===== config.mk =====
export PLATFORM = sky130hd
export DESIGN_NAME = qrin_ctrl
export DESIGN_NICKNAME = d
export VERILOG_FILES = /design/src/rtl/quat_rate_integrate_normalize_assert.svh /design/src/rtl/qrin_pkg.sv /design/src/rtl/qrin_ctrl.sv
export SDC_FILE = /design/constraint.sdc
export NUM_CORES = 1
export LEC_CHECK = 0
export BUFFER_PORTS_ARGS = -buffer_cell sky130_fd_sc_hd__clkbuf_2
export CAP_MARGIN = 20
export CELL_PAD_IN_SITES_DETAIL_PLACEMENT = 1
export CELL_PAD_IN_SITES_GLOBAL_PLACEMENT = 1
export CORE_MARGIN = 2
export CORE_UTILIZATION = 40
export CTS_BUF_LIST = sky130_fd_sc_hd__clkbuf_4
export DETAILED_ROUTE_END_ITERATION = 8
export GPL_TIMING_DRIVEN = 0
export PLACE_DENSITY_LB_ADDON = 0.1
export REMOVE_ABC_BUFFERS = 1
export SLEW_MARGIN = 10
export SYNTH_ARGS = -nofsm -noshare
export SYNTH_HDL_FRONTEND = slang
export SYNTH_SLANG_ARGS = --single-unit

===== constraint.sdc =====
create_clock -name clk -period 3 [get_ports clk]
set_input_delay 0 -clock clk [delete_from_list [all_inputs] [get_ports clk]]
set_output_delay 0 -clock clk [all_outputs]
set_load 0.005 [all_outputs]

===== src/rtl/quat_rate_integrate_normalize_assert.svh =====
// Assertion macros for the quaternion rate integrator.
// Depends on nothing; the including module supplies clk and rst_n.
`ifndef QUAT_RATE_INTEGRATE_NORMALIZE_ASSERT_SVH
`define QUAT_RATE_INTEGRATE_NORMALIZE_ASSERT_SVH
`ifndef ASSERT_OFF
// check a condition at every clock edge
`define QRIN_ASSERT(lbl, cond, msg) \
    lbl: assert property (@(posedge clk) disable iff (!rst_n) (cond)) else $error(msg);
// check that a condition holds in the cycle after a trigger
`define QRIN_ASSERT_NEXT(lbl, trig, cond, msg) \
    lbl: assert property (@(posedge clk) disable iff (!rst_n) (trig) |=> (cond)) \
        else $error(msg);
`else
`define QRIN_ASSERT(lbl, cond, msg)
`define QRIN_ASSERT_NEXT(lbl, trig, cond, msg)
`endif
`endif


===== src/rtl/qrin_pkg.sv =====
// Shared types, command and status structs and helpers for the quaternion
// rate integrator. No dependencies.
`timescale 1ns / 1ps

package qrin_pkg;

    localparam int PROD_W = 66;

    typedef enum logic [2:0] {OPA_RATE, OPA_Q, OPA_NQ, OPA_R, OPA_M} opa_sel_t;
    typedef enum logic [2:0] {OPB_STEP, OPB_S, OPB_NQ, OPB_R, OPB_Y2, OPB_T} opb_sel_t;
    typedef enum logic [2:0] {
        ACT_NONE, ACT_SRATE, ACT_UPD, ACT_SQ, ACT_Y2, ACT_T, ACT_R, ACT_OUT
    } act_kind_t;

    typedef struct packed {
        act_kind_t  kind;
        logic       neg;
        logic       first;
        logic       last;
        logic [1:0] idx;
    } act_t;

    typedef struct packed {
        logic       mul_en;
        opa_sel_t   opa;
        logic [1:0] a_idx;
        opb_sel_t   opb;
        logic [1:0] b_idx;
        act_t       act;
        logic       cap;
        logic       zchk;
        logic       norm_load;
        logic       norm_shift;
        logic       r_init;
        logic       out_load;
    } qrin_cmd_t;

    typedef struct packed {
        logic nq_zero;
        logic norm_ok;
    } qrin_sts_t;

    // clamp a wide signed value to 32 bits
    function automatic logic signed [31:0] sat32(input logic signed [PROD_W-1:0] v);
        logic signed [PROD_W-1:0] hi;
        logic signed [PROD_W-1:0] lo;
        hi = 66'sh0_0000_0000_7FFF_FFFF;
        lo = -66'sh0_0000_0000_8000_0000;
        if (v > hi)
            return 32'sh7FFF_FFFF;
        else if (v < lo)
            return 32'sh8000_0000;
        else
            return v[31:0];
    endfunction

endpackage


===== src/rtl/qrin_ctrl.sv =====
// Sequencer for the quaternion rate integrator: steps the shared multiplier
// through scaling, update, norm, Newton and output scaling. Uses qrin_pkg.
`timescale 1ns / 1ps

module qrin_ctrl
    import qrin_pkg::*;
#(
    parameter int NEWTON_STEPS = 4
)
(
    input  logic      clk,
    input  logic      rst_n,
    input  logic      in_valid,
    output logic      in_ready,
    output logic      out_valid,
    input  logic      out_ready,
    input  qrin_sts_t sts,
    output qrin_cmd_t cmd
);

    localparam int SW = $clog2(NEWTON_STEPS + 1);
    localparam logic [4:0] RUN_LAST = 5'd19;
    localparam logic [4:0] OUT_LAST = 5'd4;

    typedef enum logic [2:0] {S_IDLE, S_RUN, S_ZCHK, S_NORM, S_NEWT, S_OUT, S_DONE} state_t;

    state_t         state_reg;
    logic [4:0]     cnt_reg;
    logic [2:0]     phase_reg;
    logic [SW-1:0]  nstep_reg;
    logic           out_valid_reg;

    function automatic qrin_cmd_t mk(input opa_sel_t a, input logic [1:0] ai,
                                     input opb_sel_t b, input logic [1:0] bi,
                                     input act_kind_t k, input logic ng,
                                     input logic f, input logic l,
                                     input logic [1:0] ix);
        qrin_cmd_t c;
        c = '0;
        c.mul_en    = 1'b1;
        c.opa       = a;
        c.a_idx     = ai;
        c.opb       = b;
        c.b_idx     = bi;
        c.act.kind  = k;
        c.act.neg   = ng;
        c.act.first = f;
        c.act.last  = l;
        c.act.idx   = ix;
        return c;
    endfunction

    // multiply schedule; act field applies to the product of that step
    function automatic qrin_cmd_t run_tab(input logic [4:0] c);
        qrin_cmd_t r;
        r = '0;
        unique case (c)
            5'd0:  r = mk(OPA_RATE, 2'd0, OPB_STEP, 2'd0, ACT_SRATE, 1'b0, 1'b0, 1'b0, 2'd0);
            5'd1:  r = mk(OPA_RATE, 2'd1, OPB_STEP, 2'd0, ACT_SRATE, 1'b0, 1'b0, 1'b0, 2'd1);
            5'd2:  r = mk(OPA_RATE, 2'd2, OPB_STEP, 2'd0, ACT_SRATE, 1'b0, 1'b0, 1'b0, 2'd2);
            5'd3:  r = mk(OPA_Q, 2'd1, OPB_S, 2'd0, ACT_UPD, 1'b1, 1'b1, 1'b0, 2'd0);
            5'd4:  r = mk(OPA_Q, 2'd2, OPB_S, 2'd1, ACT_UPD, 1'b1, 1'b0, 1'b0, 2'd0);
            5'd5:  r = mk(OPA_Q, 2'd3, OPB_S, 2'd2, ACT_UPD, 1'b1, 1'b0, 1'b1, 2'd0);
            5'd6:  r = mk(OPA_Q, 2'd0, OPB_S, 2'd0, ACT_UPD, 1'b0, 1'b1, 1'b0, 2'd1);
            5'd7:  r = mk(OPA_Q, 2'd3, OPB_S, 2'd1, ACT_UPD, 1'b0, 1'b0, 1'b0, 2'd1);
            5'd8:  r = mk(OPA_Q, 2'd2, OPB_S, 2'd2, ACT_UPD, 1'b1, 1'b0, 1'b1, 2'd1);
            5'd9:  r = mk(OPA_Q, 2'd0, OPB_S, 2'd1, ACT_UPD, 1'b0, 1'b1, 1'b0, 2'd2);
            5'd10: r = mk(OPA_Q, 2'd1, OPB_S, 2'd2, ACT_UPD, 1'b0, 1'b0, 1'b0, 2'd2);
            5'd11: r = mk(OPA_Q, 2'd3, OPB_S, 2'd0, ACT_UPD, 1'b1, 1'b0, 1'b1, 2'd2);
            5'd12: r = mk(OPA_Q, 2'd0, OPB_S, 2'd2, ACT_UPD, 1'b0, 1'b1, 1'b0, 2'd3);
            5'd13: r = mk(OPA_Q, 2'd2, OPB_S, 2'd0, ACT_UPD, 1'b0, 1'b0, 1'b0, 2'd3);
            5'd14: r = mk(OPA_Q, 2'd1, OPB_S, 2'd1, ACT_UPD, 1'b1, 1'b0, 1'b1, 2'd3);
            5'd15: r = mk(OPA_NQ, 2'd0, OPB_NQ, 2'd0, ACT_SQ, 1'b0, 1'b1, 1'b0, 2'd0);
            5'd16: r = mk(OPA_NQ, 2'd1, OPB_NQ, 2'd1, ACT_SQ, 1'b0, 1'b0, 1'b0, 2'd1);
            5'd17: r = mk(OPA_NQ, 2'd2, OPB_NQ, 2'd2, ACT_SQ, 1'b0, 1'b0, 1'b0, 2'd2);
            5'd18: r = mk(OPA_NQ, 2'd3, OPB_NQ, 2'd3, ACT_SQ, 1'b0, 1'b0, 1'b1, 2'd3);
            default: r = '0;
        endcase
        return r;
    endfunction

    qrin_cmd_t mul_c;
    qrin_cmd_t act_c;

    // decode commands from state and step counters
    always_comb
    begin
        cmd   = '0;
        mul_c = run_tab(cnt_reg);
        act_c = run_tab(cnt_reg - 5'd1);
        unique case (state_reg)
            S_IDLE:
            begin
                cmd.cap = in_valid;
            end
            S_RUN:
            begin
                if (cnt_reg < RUN_LAST)
                begin
                    cmd.mul_en = 1'b1;
                    cmd.opa    = mul_c.opa;
                    cmd.a_idx  = mul_c.a_idx;
                    cmd.opb    = mul_c.opb;
                    cmd.b_idx  = mul_c.b_idx;
                end
                if (cnt_reg != 5'd0)
                    cmd.act = act_c.act;
            end
            S_ZCHK:
            begin
                cmd.zchk      = 1'b1;
                cmd.norm_load = !sts.nq_zero;
            end
            S_NORM:
            begin
                cmd.r_init     = sts.norm_ok;
                cmd.norm_shift = !sts.norm_ok;
            end
            S_NEWT:
            begin
                unique case (phase_reg)
                    3'd0:
                    begin
                        cmd.mul_en = 1'b1;
                        cmd.opa    = OPA_R;
                        cmd.opb    = OPB_R;
                    end
                    3'd1: cmd.act.kind = ACT_Y2;
                    3'd2:
                    begin
                        cmd.mul_en = 1'b1;
                        cmd.opa    = OPA_M;
                        cmd.opb    = OPB_Y2;
                    end
                    3'd3: cmd.act.kind = ACT_T;
                    3'd4:
                    begin
                        cmd.mul_en = 1'b1;
                        cmd.opa    = OPA_R;
                        cmd.opb    = OPB_T;
                    end
                    3'd5: cmd.act.kind = ACT_R;
                    default: cmd.act.kind = ACT_NONE;
                endcase
            end
            S_OUT:
            begin
                if (cnt_reg < OUT_LAST)
                begin
                    cmd.mul_en = 1'b1;
                    cmd.opa    = OPA_NQ;
                    cmd.a_idx  = cnt_reg[1:0];
                    cmd.opb    = OPB_R;
                end
                if (cnt_reg != 5'd0)
                begin
                    cmd.act.kind = ACT_OUT;
                    cmd.act.idx  = cnt_reg[1:0] - 2'd1;
                end
            end
            S_DONE:
            begin
                cmd.out_load = !out_valid_reg || out_ready;
            end
            default: cmd = '0;
        endcase
    end

    assign in_ready  = (state_reg == S_IDLE);
    assign out_valid = out_valid_reg;

    // advance state, counters and result valid
    always_ff @(posedge clk or negedge rst_n)
    begin
        if (!rst_n)
        begin
            state_reg     <= S_IDLE;
            cnt_reg       <= '0;
            phase_reg     <= '0;
            nstep_reg     <= '0;
            out_valid_reg <= 1'b0;
        end
        else
        begin
            if (cmd.out_load)
                out_valid_reg <= 1'b1;
            else if (out_ready)
                out_valid_reg <= 1'b0;

            unique case (state_reg)
                S_IDLE:
                begin
                    if (in_valid)
                    begin
                        cnt_reg   <= '0;
                        state_reg <= S_RUN;
                    end
                end
                S_RUN:
                begin
                    if (cnt_reg == RUN_LAST)
                        state_reg <= S_ZCHK;
                    else
                        cnt_reg <= cnt_reg + 5'd1;
                end
                S_ZCHK:
                begin
                    state_reg <= sts.nq_zero ? S_DONE : S_NORM;
                end
                S_NORM:
                begin
                    if (sts.norm_ok)
                    begin
                        phase_reg <= '0;
                        nstep_reg <= '0;
                        state_reg <= S_NEWT;
                    end
                end
                S_NEWT:
                begin
                    if (phase_reg == 3'd5)
                    begin
                        phase_reg <= '0;
                        if (nstep_reg == SW'(NEWTON_STEPS - 1))
                        begin
                            cnt_reg   <= '0;
                            state_reg <= S_OUT;
                        end
                        else
                            nstep_reg <= nstep_reg + 1'b1;
                    end
                    else
                        phase_reg <= phase_reg + 3'd1;
                end
                S_OUT:
                begin
                    if (cnt_reg == OUT_LAST)
                        state_reg <= S_DONE;
                    else
                        cnt_reg <= cnt_reg + 5'd1;
                end
                S_DONE:
                begin
                    if (cmd.out_load)
                        state_reg <= S_IDLE;
                end
                default: state_reg <= S_IDLE;
            endcase
        end
    end

endmodule


==> Implementation_results.wiki <==
{| class="wikitable"
! Metric !! Value
|-
| Hold WS || a little under 0.07 ns
|-
| Highest fanout seen on the critical path || 17
|-
| Antenna Cells || 0
|-
| Post-route DRC violation count || 0
|-
| Area added between synthesis and finish || 13.1%
|-
| CTS buffer count || 3
|-
| NumNets Final || around 290
|-
| Num ports || 33
|-
| Clock latency of the later-clocked register in the worst-skew pair || 0.30 ns
|-
| Clock share of power || 5.6%
|-
| Proportion of netlist area held by the largest area contributor || a little over a fifth
|-
| Portion of total power attributed to sequential cells || a little under a quarter
|-
| Via count of the first global-routing pass || around 1800
|-
| Hold violation count in the final report || 0
|-
| Post-synthesis instance total || 242
|-
| Primary flip-flop cell chosen by synthesis mapping || dfrtp_1
|-
| Global-route wire length before repair || 8570 um
|-
| Post-synthesis register bit count || 15
|-
| Synth area leader || dfrtp_1
|-
| First drt pass iteration count || 4
|-
| Total of endpoints with negative setup slack in the final report || 0
|-
| Combinational Power Share || 71.5%
|-
| Core area || around 4300 um^2
|-
| Die Y-Extent || around 70 um
|-
| Final standard cell count with taps included and fillers excluded || 316
|-
| Post-route worst setup slack || about 0.24 ns
|-
| Weighted congestion reported at the end of routability-driven placement || 0.793
|-
| Gr usage total || between 20% and 30%
|-
| Static power due to leakage || 0.920 nW
|-
| Shortest clock period the worst path allows after layout || roughly 2.8 ns
|-
| Routed WL || between 5000 and 6000 um
|-
| Pint || 0.000997 W
|-
| Pin slew with the least headroom to its limit || ~0.74 ns
|-
| Count of buffers from port buffering || 32
|-
| Pwr per Cell Area || roughly 1100 nW/um^2
|-
| Initial antenna violation count || 0
|-
| Worst hold-check path type || in2reg
|-
| Starting utilization of the core area || approximately 40%
|-
| Synthesized cell area || between 1500 and 2000 um^2
|-
| Maximum clock insertion buffer count || 2
|-
| Required time of the worst setup path || about 3.0 ns
|-
| Routed via count divided by cell count || ~5.6
|-
| DRC marker count from the first detailed-route iteration || between 80 and 90
|-
| Post-Synthesis Mean Instance Area || approximately 7.2 um^2
|-
| Area enclosed by the die boundary || roughly 5000 um^2
|-
| Half-perimeter wire length of the detailed placement result || between 3000 and 4000 um
|-
| Fraction of registers with async set/reset || 100%
|-
| Post-route cell area || 1980 um^2
|-
| Kind of start point of the critical path || flop
|-
| Number of cell rows || 24
|-
| Die boundary width || roughly 70 um
|-
| Master cell of the clock root buffer || clkbuf_4
|-
| Total count of max-transition violations in the final report || 0
|-
| Max Clk Rate || between 300 and 400 MHz
|-
| Register clock-pin slew on the reported worst setup and hold paths || about 0.11 ns
|-
| Final clock period utilization by the worst path || just over 90%
|-
| Number of H-tree levels || 1
|-
| Number of distinct library cells after synthesis || 53
|-
| Worst slew slack as a fraction of its limit || between 50% and 60%
|-
| Arrival time worst endpoint || 2.76 ns
|-
| Share of final-layout standard cells stronger than drive strength 1 || approximately a fifth
|-
| Placed Instances || a little over 300
|-
| Flip-flop count of the largest register, all copies and words added || 5
|-
| Worst slack at placement || -0.0149 ns
|-
| Average detailed-routed wire length per instance || 16.1 um
|-
| Placement Cell Area || 1920 um^2
|-
| Number of synthesized flops with an enable pin || 0
|-
| Largest net degree at the start of global routing || 23
|-
| Total number of clock tree sinks || 15
|-
| Maximum vdd ir drop || slightly below 0.4 mV
|-
| Vias after detailed routing || approximately 1800
|-
| Sw Pwr || around 0.0012 W
|-
| RSZ-0062 raised after global routing || no
|-
| Crit. End Element || output port
|-
| Final Skew || 0.0221 ns
|-
| Antenna viol nets, final || 0
|-
| Switching Share || between 50% and 60%
|-
| Crit Path Category || reg2out
|-
| Number of warnings printed during yosys synthesis || 0
|-
| Final global-route overflow total || 0
|-
| Most common cell after layout, fill and taps aside || nand2_1
|-
| Status || finished clean
|-
| Top area cells in the synthesized netlist || dfrtp_1, ha_1, nand2_1
|-
| Number of max-cap violations || 0
|-
| Seq/Total Area, Yosys || between 20% and 30%
|-
| TritonCTS clock tree || yes
|-
| Util after Layout || approximately 46%
|-
| Highest-count cells in the layout ignoring fill and taps || nand2_1, clkbuf_2, nor2_1
|}
## worst paths after layout
kind / cells after the start / from / slack, ns / to
max: 8 / cnt_reg[0]$_DFFE_PN0P_ / 0.24 / cmd[8]
min: 4 / sts[1] / 0.07 / state_reg[2]$_DFFE_PN0P_
max reg2reg: 7 / cnt_reg[0]$_DFFE_PN0P_ / 0.31 / cnt_reg[3]$_DFFE_PN0P_
min reg2reg: 1 / nstep_reg[0]$_DFFE_PN0P_ / 0.55 / nstep_reg[0]$_DFFE_PN0P_
max in group asynchronous: 2 / rst_n / 2.55 / phase_reg[0]$_DFFE_PN0P_
min in group asynchronous: 2 / rst_n / 0.15 / cnt_reg[3]$_DFFE_PN0P_
## layout make-up
class	instances	area, um^2
Clock buffer	3	22.5
Clock inverter	1	5.00
Fill cell	578	2310
Inverter	14	52.6
Multi-Input combinational cell	197	1280
Sequential cell	15	379
Tap cell	52	65.1
Timing Repair Buffer	34	180
## metal layers
layer | track usage, % | wire length, um
met1 | 28.8 | 2350
met2 | 36.3 | 2590
met3 | 1.73 | 86
met4 | 5.98 | 46
met5 | 0 | 0
## synthesized netlist by cell type, drive strengths merged, types with 3 or more instances
master  number
nor3         5
o32ai        3
buf          3
nand2       35
a21oi       12
and3b        3
nand3        9
nor2        22
xor2         3
nand4        4
dfrtp       15
and2         3
nand2b       6
o22ai        3
ha          14
clkbuf      13
nor2b        6
mux2         4
mux2i        4
inv         14
o21ai       16
o31ai        3
xnor2        4
## power groups by stage
| stage | Clock (W) | Sequential, W | Combinational [W] |
|---|---|---|---|
| 5_1_grt | 0.000134 | 0.000523 | 0.00176 |
| 3_3_place_gp | 0 | 0.000495 | 0.00151 |
| 6_report | 0.000123 | 0.000498 | 0.00156 |
| 2_1_floorplan | 0 | 0.000420 | 0.00108 |
| 4_1_cts | 0.000125 | 0.000493 | 0.00155 |
| 3_5_place_dp | 0 | 0.000496 | 0.00154 |
## stage by stage
step	power, W	TNS (ns)
floorplan	0.00150	0
global placement	0.00201	-0.00448
finish	0.00218	0
CTS	0.00216	0
detailed placement	0.00204	-0.0149
global route	0.00242	0
## critical path, stage by stage (launching register included)
cell and delay [ns]:
dfrtp_2 0.60, inv_2 0.15, ha_1 0.47, or2_2 0.32, o21ai_0 0.15, a22oi_1 0.12, or3_1 0.35, a31oi_1 0.17
clkbuf_2 0.13
## timing repair
action	4_1_cts	5_1_grt
gates resized for setup	1	6
setup endpoints to repair	5	6
hold endpoints to repair	16	0
buffers inserted	0	0
gates cloned	0	0
hold buffers	2	0
## cell families (layout without fill, tap and decap cells)
kind of cell | after synthesis | after routing | synth area share [%]
flip-flops | 15 | 15 | 21.4
XOR/XNOR | 7 | 7 | 3.50
AND/OR/NAND/NOR | 107 | 107 | 30.5
adder cells (fa/ha/maj) | 14 | 14 | 9.99
buffers and inverters | 30 | 52 | 6.49
AO/OA/AOI/OAI | 61 | 61 | 23.3
multiplexers | 8 | 8 | 4.85
No activity file was read; power rests on OpenSTA's default activity.
